==> config.mk <==
export PLATFORM = sky130hd
export DESIGN_NAME = ordered_dither_rgb332_top
export DESIGN_NICKNAME = d
export VERILOG_FILES = /design/src/rtl/core/odrgb_pkg.sv /design/src/rtl/core/ordered_dither_rgb332_top.sv
export SDC_FILE = /design/constraint.sdc
export NUM_CORES = 1
export LEC_CHECK = 0
export ABC_AREA = 1
export ABC_CLOCK_PERIOD_IN_PS = 3500
export BUFFER_PORTS_ARGS = -buffer_cell sky130_fd_sc_hd__buf_4
export CAP_MARGIN = 20
export CORE_MARGIN = 2
export CORE_UTILIZATION = 44
export CTS_BUF_LIST = sky130_fd_sc_hd__clkbuf_16
export DETAILED_ROUTE_END_ITERATION = 6
export PLACE_DENSITY_LB_ADDON = 0.1
export SLEW_MARGIN = 0
export SYNTH_ARGS = -nofsm -noshare
export SYNTH_HDL_FRONTEND = slang
export SYNTH_SLANG_ARGS = --single-unit
==> constraint.sdc <==
create_clock -name clock -period 3.5 [get_ports clock]
set_clock_uncertainty 0.1 [all_clocks]
set_input_delay 0.175 -clock clock [delete_from_list [all_inputs] [get_ports clock]]
set_output_delay 0.175 -clock clock [all_outputs]
set_load 0.02 [all_outputs]
==> src/rtl/core/odrgb_pkg.sv <==
package odrgb_pkg;

   localparam int MAX_LINE_WIDTH = 4096;
   localparam int COL_W = $clog2(MAX_LINE_WIDTH);
   localparam int LW_W = 13;
   localparam int THR_W = 6;
   localparam int PIX_W = 24;
   localparam int RSP_W = 32;
   localparam int ADDR_W = 3;
   localparam logic [ADDR_W-3:0] REG_LINE_WIDTH = 1'b0;
   localparam logic [LW_W-1:0] LINE_WIDTH_RESET = 13'd640;
   localparam logic [LW_W-1:0] MAX_LW = LW_W'(MAX_LINE_WIDTH);

   typedef logic [THR_W-1:0] thr_type;

   function automatic thr_type bayer_thr(input logic [2:0] row, input logic [2:0] col);
      thr_type t;
      case ({row, col})
         6'd0:  t = 6'd0;   6'd1:  t = 6'd48;  6'd2:  t = 6'd12;  6'd3:  t = 6'd60;
         6'd4:  t = 6'd3;   6'd5:  t = 6'd51;  6'd6:  t = 6'd15;  6'd7:  t = 6'd63;
         6'd8:  t = 6'd32;  6'd9:  t = 6'd16;  6'd10: t = 6'd44;  6'd11: t = 6'd28;
         6'd12: t = 6'd35;  6'd13: t = 6'd19;  6'd14: t = 6'd47;  6'd15: t = 6'd31;
         6'd16: t = 6'd8;   6'd17: t = 6'd56;  6'd18: t = 6'd4;   6'd19: t = 6'd52;
         6'd20: t = 6'd11;  6'd21: t = 6'd59;  6'd22: t = 6'd7;   6'd23: t = 6'd55;
         6'd24: t = 6'd40;  6'd25: t = 6'd24;  6'd26: t = 6'd36;  6'd27: t = 6'd20;
         6'd28: t = 6'd43;  6'd29: t = 6'd27;  6'd30: t = 6'd39;  6'd31: t = 6'd23;
         6'd32: t = 6'd2;   6'd33: t = 6'd50;  6'd34: t = 6'd14;  6'd35: t = 6'd62;
         6'd36: t = 6'd1;   6'd37: t = 6'd49;  6'd38: t = 6'd13;  6'd39: t = 6'd61;
         6'd40: t = 6'd34;  6'd41: t = 6'd18;  6'd42: t = 6'd46;  6'd43: t = 6'd30;
         6'd44: t = 6'd33;  6'd45: t = 6'd17;  6'd46: t = 6'd45;  6'd47: t = 6'd29;
         6'd48: t = 6'd10;  6'd49: t = 6'd58;  6'd50: t = 6'd6;   6'd51: t = 6'd54;
         6'd52: t = 6'd9;   6'd53: t = 6'd57;  6'd54: t = 6'd5;   6'd55: t = 6'd53;
         6'd56: t = 6'd42;  6'd57: t = 6'd26;  6'd58: t = 6'd38;  6'd59: t = 6'd22;
         6'd60: t = 6'd41;  6'd61: t = 6'd25;  6'd62: t = 6'd37;  6'd63: t = 6'd21;
         default: t = '0;
      endcase
      return t;
   endfunction

   function automatic logic [7:0] add_sat(input logic [7:0] chan, input thr_type t);
      logic [8:0] s;
      s = {1'b0, chan} + {3'b000, t};
      return s[8] ? 8'hFF : s[7:0];
   endfunction

endpackage

==> src/rtl/core/ordered_dither_rgb332_top.sv <==
// An accepted req word passes the stage 1 and stage 2 registers to become its rsp word.
// Throughput: one word per cycle while rsp_tready does not stall the output; stage 1
// registers pixel and Bayer threshold, stage 2 registers the saturated, quantized result.
// Reset (synchronous, active high): pipeline empty, column and row phase zero,
// line_width 640.
module ordered_dither_rgb332_top (
   input  logic                                clock,
   input  logic                                reset,
   input  logic                                req_tvalid,
   output logic                                req_tready,
   input  logic [odrgb_pkg::PIX_W-1:0]         req_tdata,   // pixel_rgb[23:0]
   input  logic                                req_tuser,   // frame_start
   output logic                                rsp_tvalid,
   input  logic                                rsp_tready,
   output logic [odrgb_pkg::RSP_W-1:0]         rsp_tdata,   // color_index[7:0], color_rgb[31:8]
   input  logic                                csr_psel,
   input  logic                                csr_penable,
   input  logic                                csr_pwrite,
   input  logic [odrgb_pkg::ADDR_W-1:0]        csr_paddr,
   input  logic [31:0]                         csr_pwdata,
   output logic [31:0]                         csr_prdata,
   output logic                                csr_pready
);

   logic [odrgb_pkg::LW_W-1:0]  line_width_ff;
   logic [odrgb_pkg::COL_W-1:0] col_ff, col_in, col_cur;
   logic [2:0]                  row_ff, row_in, row_cur;
   logic [odrgb_pkg::LW_W-1:0]  eff_width, col_next;
   logic                        wrap;

   logic                        s1_valid_ff, s1_valid_in;
   logic [odrgb_pkg::PIX_W-1:0] pix_ff;
   odrgb_pkg::thr_type          thr_ff;

   logic                        rsp_valid_ff, rsp_valid_in;
   logic [odrgb_pkg::RSP_W-1:0] rsp_data_ff, rsp_data_in;

   logic                        s2_adv, req_acc, cfg_wr;
   logic [7:0]                  r_sat, g_sat, b_sat;
   logic [2:0]                  ri, gi;
   logic [1:0]                  bi;

   // config
   assign csr_pready = 1'b1;
   assign cfg_wr = csr_psel && csr_penable && csr_pwrite &&
                   (csr_paddr[odrgb_pkg::ADDR_W-1:2] == odrgb_pkg::REG_LINE_WIDTH);
   assign csr_prdata = (csr_paddr[odrgb_pkg::ADDR_W-1:2] == odrgb_pkg::REG_LINE_WIDTH) ?
                       {{(32-odrgb_pkg::LW_W){1'b0}}, line_width_ff} : 32'd0;

   // handshake
   assign s2_adv     = !rsp_valid_ff || rsp_tready;
   assign req_tready = !s1_valid_ff || s2_adv;
   assign req_acc    = req_tvalid && req_tready;

   // position
   always_comb begin
      col_cur = req_tuser ? '0 : col_ff;
      row_cur = req_tuser ? '0 : row_ff;
      if (line_width_ff == '0) begin
         eff_width = odrgb_pkg::LW_W'(1);
      end else if (line_width_ff > odrgb_pkg::MAX_LW) begin
         eff_width = odrgb_pkg::MAX_LW;
      end else begin
         eff_width = line_width_ff;
      end
      col_next = {1'b0, col_cur} + odrgb_pkg::LW_W'(1);
      wrap = (col_next >= eff_width);
      col_in = col_ff;
      row_in = row_ff;
      if (req_acc) begin
         col_in = wrap ? '0 : col_next[odrgb_pkg::COL_W-1:0];
         row_in = wrap ? row_cur + 3'd1 : row_cur;
      end
   end

   // result
   always_comb begin
      r_sat = odrgb_pkg::add_sat(pix_ff[23:16], thr_ff);
      g_sat = odrgb_pkg::add_sat(pix_ff[15:8], thr_ff);
      b_sat = odrgb_pkg::add_sat(pix_ff[7:0], thr_ff);
      ri = r_sat[7:5];
      gi = g_sat[7:5];
      bi = b_sat[7:6];
      rsp_data_in = {ri, 5'b0, gi, 5'b0, bi, 6'b0, ri, gi, bi};
      s1_valid_in = req_acc ? 1'b1 : (s2_adv ? 1'b0 : s1_valid_ff);
      rsp_valid_in = s2_adv ? s1_valid_ff : rsp_valid_ff;
   end

   always_ff @(posedge clock) begin
      if (reset) begin
         line_width_ff <= odrgb_pkg::LINE_WIDTH_RESET;
         col_ff        <= '0;
         row_ff        <= '0;
         s1_valid_ff   <= 1'b0;
         rsp_valid_ff  <= 1'b0;
      end else begin
         if (cfg_wr) begin
            line_width_ff <= csr_pwdata[odrgb_pkg::LW_W-1:0];
         end
         col_ff       <= col_in;
         row_ff       <= row_in;
         s1_valid_ff  <= s1_valid_in;
         rsp_valid_ff <= rsp_valid_in;
      end
   end

   always_ff @(posedge clock) begin
      if (req_acc) begin
         pix_ff <= req_tdata;
         thr_ff <= odrgb_pkg::bayer_thr(row_cur, col_cur[2:0]);
      end
      if (s2_adv && s1_valid_ff) begin
         rsp_data_ff <= rsp_data_in;
      end
   end

   assign rsp_tvalid = rsp_valid_ff;
   assign rsp_tdata  = rsp_data_ff;

`ifndef SYNTHESIS
   a_frame_start_col: assert property (@(posedge clock) disable iff (reset)
      req_tvalid && req_tready && req_tuser |=> col_ff <= odrgb_pkg::COL_W'(1))
      else $error("column not restarted on frame start");
   a_stage_moves: assert property (@(posedge clock) disable iff (reset)
      s1_valid_ff && s2_adv |=> rsp_tvalid)
      else $error("stage 1 word lost");
   a_index_match: assert property (@(posedge clock) disable iff (reset)
      rsp_tvalid |-> (rsp_tdata[7:5] == rsp_tdata[31:29]) &&
                     (rsp_tdata[4:2] == rsp_tdata[23:21]) &&
                     (rsp_tdata[1:0] == rsp_tdata[15:14]))
      else $error("index and palette disagree");
`endif

endmodule
=== Word level (Yosys, flattened, before mapping) ===
Memory sizes are Yosys's and may differ from the RTL's. A register that Yosys moved wholly into a read port is not among the register bits.
Cells that the tools add are included.

* Add/sub/neg operators: 5
* Multiply operators: 0
* Div/mod/pow operators: 0
* $lt $le $gt $ge: 2
* Equality and inequality tests: 0
* Shifts and indexed selects: 0
* Mux-type cells: 12
* Bitwise gates (word level): 1
* Reductions and logical operators: 11

{| class="wikitable"
|+ Operators by type and width
! cell !! count
|-
| 2-to-1 mux 13 bit || 3
|-
| adder 8 x 6 -> 9 bit || 3
|-
| 2-to-1 mux 12 bit || 2
|-
| 2-to-1 mux 8 bit || 3
|-
| adder 12 x 1 -> 13 bit (second input constant) || 1
|-
| >= comparator 13 bit || 1
|-
| greater-than comparator 13 bit (second input constant) || 1
|-
| logical NOT 13 bit || 1
|-
| 2-to-1 mux 3 bit || 2
|-
| logical AND 1 bit || 5
|-
| adder 3 x 1 -> 3 bit (second input constant) || 1
|-
| logical NOT 1 bit || 2
|-
| logical OR 1 bit || 2
|-
| 2-to-1 mux 1 bit || 2
|-
| nonzero test 2 bit || 1
|-
| NOT 1 bit || 1
|}

* Bits in registers: 70
* Latch bits: 0
* Bits in writable memories: 0
* Memory bits (read-only): 384
* Bits of input ports: 67
* Output and inout port bits: 67
* Logic and storage cells: 39
* Memories kept: 1

{| class="wikitable"
|+ Memories
! name !! words !! width !! rd ports !! clocked after memory_dff !! write ports !! line !! RTL
|-
| (name not given) || 64 || 6 || 1 || 1 || 0 || odrgb_pkg.sv:18 || <nowiki>case ({row, col})</nowiki>
|}

=== Logic depth before layout (Yosys ltp) ===
Gate-level depths: netlist (run 1).

* Depth in word-level cells: 5
* Mapped depth: 20
* Mapped depth without buffers: 18

=== Worst setup path after synthesis (run 1) ===
Ideal clock, no wire load.

* Path kind: register to register
* Start point: register col_ff[0] (netlist bit)
* End point: register col_ff[10] (netlist bit)
* Setup time: 0.070 ns
* Data arrival time: 2.597 ns
* Data required time: 3.330 ns
* Path slack: 0.732 ns
* Cell stages (with the launch flop): 19
* Buffers on the path: 1
* Period minus slack after synthesis: 2.768 ns
* Cell sequence: dfxtp_1 > inv_1 > nor2_1 > ha_1 > nand3_2 > nor3b_1 > nand4_1 > nor3_1 > ha_1 > nand2_1 > inv_1 > nand2_1 > nand2_1 > a21oi_2 > nand2_2 > nor2_2 > buf_4 > nand2_1 > a21oi_1

* Cells in the longest elaborated chain, start to end: 4

{| class="wikitable"
|+ Ends and longest elaborated chain
! item !! line !! RTL
|-
| from (decl) || ordered_dither_rgb332_top.sv:26 || <nowiki>logic [odrgb_pkg::COL_W-1:0] col_ff, col_in, col_cur;</nowiki>
|-
| from (signal assigned) || ordered_dither_rgb332_top.sv:100 || <nowiki>col_ff <= col_in;</nowiki>
|-
| 2-to-1 mux 12 bit * || ordered_dither_rgb332_top.sv:57 || <nowiki>col_cur = req_tuser ? '0 : col_ff;</nowiki>
|-
| named net col_cur, one bit || ordered_dither_rgb332_top.sv:26 ||
|-
| adder 12 x 1 -> 13 bit * || ordered_dither_rgb332_top.sv:66 || <nowiki>col_next = {1'b0, col_cur} + odrgb_pkg::LW_W'(1);</nowiki>
|-
| >= comparator 13 bit || ordered_dither_rgb332_top.sv:67 || <nowiki>wrap = (col_next >= eff_width);</nowiki>
|-
| 2-to-1 mux 12 bit * || ordered_dither_rgb332_top.sv:71 || <nowiki>col_in = wrap ? '0 : col_next[odrgb_pkg::COL_W-1:0];</nowiki>
|}

Mark *: on every way through the listed nets, which the timed path passes. The rest lies on a longest branch.
A chain may end at the register's enable or synchronous reset.

=== Worst setup path in the final report (run 1) ===
* Start point: register col_ff[1] (netlist bit)
* End point: register col_ff[4] (netlist bit)

Same word-level chain as after synthesis.

==> results of run 1 <==
## metal layers
layer  track usage  vias up  share of wire
li1              -     1638              -
met1         0.190     1427           0.41
met2         0.326       70           0.53
met3        0.0518       10          0.048
met4        0.0443        0          0.012
met5             0        -              0
## where the power goes
part           internal [µW]  total, µW  leakage (µW)  switching [µW]
clock                    466        783      0.000140             318
sequential               886        904      0.000614            18.1
combinational            117        279       0.00148             162
## layout make-up
cell class	count	area, µm²
Fill cell	798	3760
Multi-Input combinational cell	319	1740
Tap cell	108	135
Sequential cell	68	1740
Clock buffer	9	225
Timing Repair Buffer	105	853
Inverter	62	233
Clock inverter	7	32.5
## state kept, by name, summed over array words and instances, names as in the netlist
| register | cells |
|---|---|
| rsp_tvalid | 1 |
| row_ff | 3 |
| pix_ff | 24 |
| col_ff | 12 |
| thr_ff | 6 |
| rsp_tdata | 8 |
| line_width_ff | 13 |
| s1_valid_ff | 1 |
## path summary, 6_finish.rpt
| check | from | to | slack, ps | cells after the start |
|---|---|---|---|---|
| hold reg to reg | col_ff[11]$_SDFFE_PP0P_ | col_ff[11]$_SDFFE_PP0P_ | 360 | 2 |
| hold / removal | rsp_tready | rsp_tvalid$_SDFFE_PP0P_ | 30 | 4 |
| setup reg to reg | col_ff[1]$_SDFFE_PP0P_ | col_ff[4]$_SDFFE_PP0P_ | 460 | 18 |
| setup / recovery | col_ff[1]$_SDFFE_PP0P_ | col_ff[4]$_SDFFE_PP0P_ | 460 | 18 |
## kinds of logic after synthesis
group,Yosys count,synth area share
other cells,2,0.00189
flops,68,0.439
xor+xnor,10,0.0240
buf+inv,116,0.155
simple gates,177,0.198
compound gates,66,0.0880
fa+ha+maj,30,0.0947
## synth_stat cells (2+ instances only)
master,n
sky130_fd_sc_hd__nand2_1,96
sky130_fd_sc_hd__inv_1,58
sky130_fd_sc_hd__buf_4,45
sky130_fd_sc_hd__a21oi_1,41
sky130_fd_sc_hd__edfxtp_1,38
sky130_fd_sc_hd__nor2_1,36
sky130_fd_sc_hd__dfxtp_1,30
sky130_fd_sc_hd__ha_1,30
sky130_fd_sc_hd__nand3_1,19
sky130_fd_sc_hd__o21ai_0,19
sky130_fd_sc_hd__clkbuf_1,7
sky130_fd_sc_hd__nand4_1,7
sky130_fd_sc_hd__xor2_1,5
sky130_fd_sc_hd__inv_2,4
sky130_fd_sc_hd__xnor2_1,4
sky130_fd_sc_hd__nand2_2,3
sky130_fd_sc_hd__nor2_2,3
sky130_fd_sc_hd__nor2_4,3
sky130_fd_sc_hd__conb_1,2
sky130_fd_sc_hd__nand3_2,2
sky130_fd_sc_hd__nor3_2,2
sky130_fd_sc_hd__o211ai_1,2
sky130_fd_sc_hd__o221ai_1,2
sky130_fd_sc_hd__or2_2,2
## per-stage QoR
| stage | setup slack, ps | cells |
|---|---|---|
| final | 461 | 678 |
| after global routing | 43.5 | 678 |
| after CTS | 372 | 678 |
| after detailed placement | 401 | 636 |
| after global placement | 406 | 636 |
| after floorplan | 732 | 503 |
## what timing repair did
item / in CTS / in global routing
setup endpoints to repair: 0 / 12
hold buffers: 26 / 0
hold endpoints to repair: 26 / 0
gates resized for setup: 0 / 1
## placed cells by master, fill, tap and decap left out, types with 7 or more instances in the layout
master | netlist | layout
sky130_fd_sc_hd__nand4_1 | 7 | 7
sky130_fd_sc_hd__a21oi_1 | 41 | 41
sky130_fd_sc_hd__nor2_1 | 36 | 36
sky130_fd_sc_hd__buf_4 | 45 | 79
sky130_fd_sc_hd__dfxtp_1 | 30 | 30
sky130_fd_sc_hd__nand3_1 | 19 | 19
sky130_fd_sc_hd__ha_1 | 30 | 30
sky130_fd_sc_hd__nand2_1 | 96 | 96
sky130_fd_sc_hd__clkbuf_16 | 0 | 9
sky130_fd_sc_hd__dlygate4sd3_1 | 0 | 26
sky130_fd_sc_hd__conb_1 | 2 | 36
sky130_fd_sc_hd__edfxtp_1 | 38 | 38
sky130_fd_sc_hd__inv_1 | 58 | 62
sky130_fd_sc_hd__o21ai_0 | 19 | 19
## critical path, delay by kind of cell (launching register included)
kind / cells / cell delay (ps)
compound gates: 2 / 290
buf+inv: 3 / 290
flops: 1 / 360
fa+ha+maj: 2 / 570
simple gates: 11 / 1370
==> impl_metrics.toml, run 1 <==
[route]
wl_per_cell_um = 12.2
detailedRoute.firstPassIterationCount = 4
route.vias.total = 3145
ant_nets = 0
vias_per_cell = 4.64
routed_wirelength_um = 8260
drc_errors = 0
detail_route.iter0.violations = 84

[run]
max_cap_violations = 0

[critical_path]
cp_max_fo = 12
max_stage_delay_ps = 360
worstPathArrival_ps = 3190
slowest_stage = "sky130_fd_sc_hd__dfxtp_1"
startpoint_kind_of_the_worst_setup_timing_path = "register"
critical_path_class = "register to register"
critical-path-top-cell-by-count = "sky130_fd_sc_hd__nand2_1"
critical_path.cell_chain = "inv_1 > nor2_1 > ha_1 > nand3_2 > nor3b_2 > nand4_1 > nor3_1 > ha_1 > nand2_1 > inv_1 > nand2_1 > nand2_1 > a21oi_2 > nand2_2 > nor2_2 > buf_4 > nand2_1 > a21oi_1"
endpoint_kind = "register"
required_ps = 3650

[floorplan]
die_h_um = 98.9
design.portCount = 134
core_area_um2 = 8720
die_x_um = 98.9
die_area_um2 = 9790
start_util = 0.455
rows = 34

[final_layout]
nets = 662
synthToLayoutAreaGrowth_pct = 25.2
design_area_um2 = 4960
drive_gt1_frac = 0.198
num_antenna_cells = 0
layout.core_utilization = 0.569

[clocking]
h-tree-depth = 3
cts_buffers = 9
max-clock-path-buffers = 2
clkTransAtPathRegs_ps = 50
cts_tree = "yes"
clk_root_buffer_cell = "sky130_fd_sc_hd__clkbuf_16"
post-cts-setup-buffers = 0
clock_network_latency_to_the_later_pin_of_the_worst_skew_pair_ps = 330
clock_sink_count = 68

[sta]
final_max_slew_viol_count = 0
max_slew.worst_pin.slew_ps = 768
fin_hold_ws_ps = 25.1
finalSetupTns_ps = 0
finalHoldViolCount = 0
fmax_ghz = 0.329
min_period_over_period = 0.868
layout_min_cycle_time_ps = 3040
timing.max_slew.rel_slack = 0.488
unrepaired_setup_endpoints_after_global_routing = "false"
setup_violations = 0

[global_routing]
number_of_antenna_violations_at_the_first_check_in_global_routing = 0
gr-usage-all-layers = 0.174
number_of_global_route_vias_before_repair = 3020
grt-ovfl-total = 0
grt_start_max_net_pins = 34
grt_first_pass_wirelength_um = 13600

[placement]
globalplace.congestion = 0.802
dpl_cell_area_um2 = 4440
detailed_place_hpwl_um = 6010
place.port_buffers = 76

[synth]
ys_async_sr_fraction = 0
synthTopCellsByArea = "sky130_fd_sc_hd__edfxtp_1, sky130_fd_sc_hd__dfxtp_1, sky130_fd_sc_hd__ha_1"
postSynthAreaPerCell_um2 = 8.45
yosys_register_bits = 68
synth_cell_types = 33
synth_edf_count = 38
synth-warning-count = 0
summed_instance_area_of_the_synthesized_netlist_um2 = 3970
yosys_most_used_dff = "sky130_fd_sc_hd__edfxtp_1"
synth_top_area_share = 0.288
synth_area_leader_cell = "sky130_fd_sc_hd__edfxtp_1"
syn-instance-count = 469
synth_seq_area_share = 0.439

[min_path]
worstHoldPathType = "input pin to register"

[power]
vdd_ir_drop_max_uv = 203
p_leak_uw = 0.00223
power.density_nw_per_um2 = 396
total_power_uw = 1970

[run_status]
status = "finished, final reports clean"
Power figures use the tool's default switching activity.
==> run 2, diff against run 1 <==
--- a/config.mk
+++ b/config.mk
@@ -11,7 +11,7 @@
 export CAP_MARGIN = 20
 export CORE_MARGIN = 2
 export CORE_UTILIZATION = 44
-export CTS_BUF_LIST = sky130_fd_sc_hd__clkbuf_16
+export CTS_BUF_LIST = sky130_fd_sc_hd__clkbuf_4
 export DETAILED_ROUTE_END_ITERATION = 6
 export PLACE_DENSITY_LB_ADDON = 0.1
 export SLEW_MARGIN = 0
==> impl_metrics.toml, run 2 (synthesized netlist as in run 1, its figures left out) <==
[run_status]
status = "finished, final reports clean"

[power]
power.density_nw_per_um2 = 330
p_leak_uw = 0.00222
combPwrFrac = 0.178
intPower_uw = 1190
vdd_ir_drop_max_uv = 153
power.share.clock = 0.271
netSwitchingPower_uw = 450
p_sw_frac = 0.275
sequentialPowerShare = 0.551

[route]
vias_per_cell = 4.64
ant_nets = 0
detailedRoute.firstPassIterationCount = 4
route.vias.total = 3211
detail_route.iter0.violations = 99
wl_per_cell_um = 12.1
routed_wirelength_um = 8350
drc_errors = 0

[critical_path]
cp_max_fo = 12
required_ps = 3730
endpoint_kind = "register"
critical-path-top-cell-by-count = "sky130_fd_sc_hd__nand2_1"
crit-reg2reg-capture = "col_ff[4]$_SDFFE_PP0P_"
depth_of_the_worst_register_to_register_path = 18
worstReg2RegStart = "col_ff[1]$_SDFFE_PP0P_"
flop2flop_setup_slack_ps = 440
worst_path_dominant_cell_family = "simple AND/OR/NAND/NOR gates"
startpoint_kind_of_the_worst_setup_timing_path = "register"
max_stage_delay_ps = 380
slowest_stage = "sky130_fd_sc_hd__dfxtp_1"
path_buf_inv = 3
critical_path_class = "register to register"
worstPathArrival_ps = 3290
critical_path.cell_chain = "inv_1 > nor2_1 > ha_1 > nand3_2 > nor3b_2 > nand4_1 > nor3_1 > ha_1 > nand2_1 > inv_1 > nand2_1 > nand2_1 > a21oi_2 > nand2_2 > nor2_2 > buf_4 > nand2_1 > a21oi_1"

[final_layout]
reg_top3 = "pix_ff: 24 flops, line_width_ff: 13 flops, col_ff: 12 flops"
largest_reg_flops = 24
fillCellCount = 794
largest-register = "pix_ff"
num_antenna_cells = 0
design_area_um2 = 4960
nets = 676
drive_gt1_frac = 0.200
mostFrequentLayoutCell = "sky130_fd_sc_hd__nand2_1"
most_frequent_cells_in_the_layout = "sky130_fd_sc_hd__nand2_1, sky130_fd_sc_hd__buf_4, sky130_fd_sc_hd__inv_1"
synthToLayoutAreaGrowth_pct = 25.1

[floorplan]
rows = 34
start_util = 0.455
design.portCount = 134
die_x_um = 98.9
core_area_um2 = 8720
die_h_um = 98.9
die_area_um2 = 9790

[sta]
least_setup_slack_across_all_paths_after_layout_ps = 445
fmax_ghz = 0.327
min_period_over_period = 0.873
unrepaired_setup_endpoints_after_global_routing = "false"
finalHoldViolCount = 0
finalSetupTns_ps = 0
layout_min_cycle_time_ps = 3060
final_max_slew_viol_count = 0
timing.max_slew.rel_slack = 0.492
setup_violations = 0
max_slew.worst_pin.slew_ps = 761

[clocking]
clock_sink_count = 68
clkTransAtPathRegs_ps = 110
clock_network_latency_to_the_later_pin_of_the_worst_skew_pair_ps = 400
h-tree-depth = 3
cts_buffers = 9
max-clock-path-buffers = 2
clk_root_buffer_cell = "sky130_fd_sc_hd__clkbuf_4"
cts_tree = "yes"
post-cts-setup-buffers = 0

[min_path]
min_delay_path_depth = 3
worstHoldStart = "csr_penable"
worstHoldEndpoint = "line_width_ff[9]$_SDFFE_PP1P_"
worstHoldPathType = "input pin to register"

[placement]
place_worst_setup_slack_ps = 401
place.port_buffers = 76
detailed_place_hpwl_um = 6010
dpl_cell_area_um2 = 4440
globalplace.congestion = 0.802

[global_routing]
gr-usage-all-layers = 0.175
number_of_global_route_vias_before_repair = 3099
grt_first_pass_wirelength_um = 13800
grt-ovfl-total = 0
number_of_antenna_violations_at_the_first_check_in_global_routing = 0
grt_start_max_net_pins = 34

[run]
max_cap_violations = 0
==> run 2: changes by cell type in the layout (fill, tap and decap cells not counted), sizes merged <==
cell	delta
inv	-4
dlygate4sd3	+14
clkbuf	+4
==> run 2: worst reg2reg max path: cells and delay by family (launching register included) <==
family | cells | cell delay [ps]
compound gates | 2 | 290
fa+ha+maj | 2 | 560
buf+inv | 3 | 290
flops | 1 | 380
simple gates | 11 | 1380
==> run 2: worst max path at each step <==
stage | from | endpoint | slack [ps] | cells past startpoint
2_1_floorplan | col_ff[0]$_SDFFE_PP0P_ | col_ff[10]$_SDFFE_PP0P_ | 730 | 18
3_3_place_gp | req_tuser | col_ff[8]$_SDFFE_PP0P_ | 410 | 18
6_report | col_ff[1]$_SDFFE_PP0P_ | col_ff[4]$_SDFFE_PP0P_ | 440 | 18
5_1_grt | col_ff[1]$_SDFFE_PP0P_ | col_ff[2]$_SDFFE_PP0P_ | 30 | 18
3_5_place_dp | req_tuser | col_ff[8]$_SDFFE_PP0P_ | 400 | 18
4_1_cts | col_ff[1]$_SDFFE_PP0P_ | col_ff[4]$_SDFFE_PP0P_ | 360 | 18
==> run 2: metal layers <==
| layer | routed length, µm | global-route usage |
|---|---|---|
| met5 | 0 | 0 |
| met4 | 158 | 0.0453 |
| met3 | 381 | 0.0468 |
| met2 | 4380 | 0.331 |
| met1 | 3430 | 0.191 |
==> run 2: per-stage QoR <==
stage | util | cells | total power, µW | hold WS (ps)
6_report | 0.569 | 692 | 1640 | 117
5_1_grt | 0.569 | 692 | 1720 | 134
4_1_cts | 0.568 | 692 | 1660 | 96.6
3_5_place_dp | 0.509 | 636 | 1180 | 254
3_3_place_gp | 0.509 | 636 | 1170 | 254
2_1_floorplan | - | 503 | 1120 | 174
==> run 2: timing repair <==
action                     in CTS  in global routing
hold endpoints to repair       53                  0
resized for setup               0                  1
hold buffers                   40                  0
setup endpoints to repair       0                 12
==> run 2: power by group through the flow <==
stage	registers (µW)	clock network (µW)	logic [µW]
2_1_floorplan	924	0	193
3_3_place_gp	920	0	250
3_5_place_dp	920	0	256
4_1_cts	903	465	293
5_1_grt	907	492	325
6_report	902	444	291
==> run 2: final cells by class <==
class | instances | area, µm² | area share
inverters | 62 | 233 | 0.0469
flip-flops and latches | 68 | 1740 | 0.351
clock inverters | 3 | 17.5 | 0.00353
multi-input cells | 319 | 1740 | 0.351
repair buffers | 119 | 993 | 0.200
well taps | 108 | 135 | 0.0272
clock buffers | 13 | 97.6 | 0.0197
==> run 3, diff against run 2 <==
--- a/config.mk
+++ b/config.mk
@@ -9,11 +9,11 @@
 export ABC_CLOCK_PERIOD_IN_PS = 3500
 export BUFFER_PORTS_ARGS = -buffer_cell sky130_fd_sc_hd__buf_4
 export CAP_MARGIN = 20
-export CORE_MARGIN = 2
 export CORE_UTILIZATION = 44
 export CTS_BUF_LIST = sky130_fd_sc_hd__clkbuf_4
 export DETAILED_ROUTE_END_ITERATION = 6
 export PLACE_DENSITY_LB_ADDON = 0.1
+export REMOVE_ABC_BUFFERS = 1
 export SLEW_MARGIN = 0
 export SYNTH_ARGS = -nofsm -noshare
 export SYNTH_HDL_FRONTEND = slang
==> impl_metrics.toml, run 3 (synthesized netlist as in run 1, its figures left out) <==
[final_layout]
fillCellCount = 795
largest_reg_flops = 24
most_frequent_cells_in_the_layout = "sky130_fd_sc_hd__nand2_1, sky130_fd_sc_hd__buf_4, sky130_fd_sc_hd__inv_1"
drive_gt1_frac = 0.203
synthToLayoutAreaGrowth_pct = 25.5
nets = 679
storage_element_area_um2 = 1740
largest-register = "pix_ff"
multi_input_comb_area_um2 = 1740
mostFrequentLayoutCell = "sky130_fd_sc_hd__nand2_1"
num_antenna_cells = 0
layout.core_utilization = 0.570
reg_top3 = "pix_ff: 24 flops, line_width_ff: 13 flops, col_ff: 12 flops"

[floorplan]
rows = 34
design.portCount = 134
die_area_um2 = 9400
die_x_um = 96.9
core_area_um2 = 8720
die_h_um = 96.9
start_util = 0.455

[sta]
fin_hold_ws_ps = 106
unrepaired_setup_endpoints_after_global_routing = "false"
max_slew.worst_pin.slew_ps = 779
setup_violations = 0
final_max_slew_viol_count = 0
finalHoldViolCount = 0
timing.max_slew.rel_slack = 0.481
fmax_ghz = 0.327
layout_min_cycle_time_ps = 3060
finalSetupTns_ps = 0
min_period_over_period = 0.875

[route]
routed_wirelength_um = 8020
detailedRoute.firstPassIterationCount = 4
detail_route.iter0.violations = 124
vias_per_cell = 4.63
ant_nets = 0
wl_per_cell_um = 11.5
drc_errors = 0
route.vias.total = 3221

[critical_path]
crit_path_start = "col_ff[1]$_SDFFE_PP0P_"
endpoint_kind = "register"
critical_path_class = "register to register"
startpoint_kind_of_the_worst_setup_timing_path = "register"
cp_max_fo = 9
required_ps = 3750
worstPathArrival_ps = 3310
worstReg2RegStart = "col_ff[1]$_SDFFE_PP0P_"

[clocking]
cts_tree = "yes"
h-tree-depth = 3
clk_root_buffer_cell = "sky130_fd_sc_hd__clkbuf_4"
cts_buffers = 9
max-clock-path-buffers = 2
clock_network_latency_to_the_later_pin_of_the_worst_skew_pair_ps = 410
clock_sink_count = 68
clkTransAtPathRegs_ps = 110

[placement]
globalplace.congestion = 0.829
place.port_buffers = 76
detailed_place_hpwl_um = 5710

[run]
max_cap_violations = 0

[global_routing]
grt_first_pass_wirelength_um = 13500
grt_start_max_net_pins = 23
grt-ovfl-total = 0
number_of_global_route_vias_before_repair = 3126
gr-usage-all-layers = 0.177
number_of_antenna_violations_at_the_first_check_in_global_routing = 0

[run_status]
status = "finished, final reports clean"

[power]
power.density_nw_per_um2 = 325
p_leak_uw = 0.00223
vdd_ir_drop_max_uv = 133

[min_path]
worstHoldPathType = "input pin to register"
worstHoldStart = "csr_penable"
## run 3: power by group
part	leakage (µW)	switching (µW)	internal, µW	total, µW
Clock	0.0000634	274	147	421
Combinational	0.00155	164	128	292
Sequential	0.000614	17.6	884	901
## run 3: final cells by class
class,instances,area share
clock buffer,10,0.0151
inverter,62,0.0468
sequential,68,0.350
timing repair buffer,122,0.204
tap,108,0.0272
clock inverter,6,0.00629
multi-input combinational,319,0.350
## run 3: metal layers
layer / global-route usage / part of all wire
met4: 0.0597 / 0.015
met3: 0.0441 / 0.030
met2: 0.323 / 0.53
met5: 0 / 0
met1: 0.201 / 0.43
## run 3: path summary, 6_finish.rpt
path	end	slack, ps	depth (start not counted)
hold reg to reg	col_ff[10]$_SDFFE_PP0P_	370	2
setup / recovery	col_ff[7]$_SDFFE_PP0P_	440	18
setup reg to reg	col_ff[7]$_SDFFE_PP0P_	440	18
hold / removal	line_width_ff[7]$_SDFFE_PP1P_	110	3
## run 3: timing repair
item,in CTS,in global routing
gates resized for setup,0,1
setup buffers,0,0
endpoints found under the hold margin,53,0
hold buffers,40,0
endpoints found under the setup margin,0,9
## run 3: worst max-delay path, stage by stage, from the launching register on
cell	delay [ps]
sky130_fd_sc_hd__dfxtp_1	390
sky130_fd_sc_hd__inv_1	50
sky130_fd_sc_hd__nor2_1	140
sky130_fd_sc_hd__ha_1	220
sky130_fd_sc_hd__nand3_2	150
sky130_fd_sc_hd__nor3b_2	230
sky130_fd_sc_hd__nand4_1	110
sky130_fd_sc_hd__nor3_1	190
sky130_fd_sc_hd__ha_1	280
sky130_fd_sc_hd__nand2_1	90
sky130_fd_sc_hd__inv_1	40
sky130_fd_sc_hd__nand2_1	50
sky130_fd_sc_hd__nand2_1	60
sky130_fd_sc_hd__a21oi_2	200
sky130_fd_sc_hd__nand2_2	130
sky130_fd_sc_hd__nor2_2	170
sky130_fd_sc_hd__buf_4	200
sky130_fd_sc_hd__nand2_1	70
sky130_fd_sc_hd__a21oi_1	120
## run 3: stage by stage
step | power (µW) | area, µm² | cells | worst slack (ps)
after floorplan | 1070 | 3710 | 449 | 692
after global placement | 1170 | 4460 | 639 | 430
after detailed placement | 1180 | 4460 | 639 | 382
after CTS | 1640 | 4970 | 695 | 337
after global routing | 1710 | 4970 | 695 | 36.4
final | 1610 | 4970 | 695 | 438
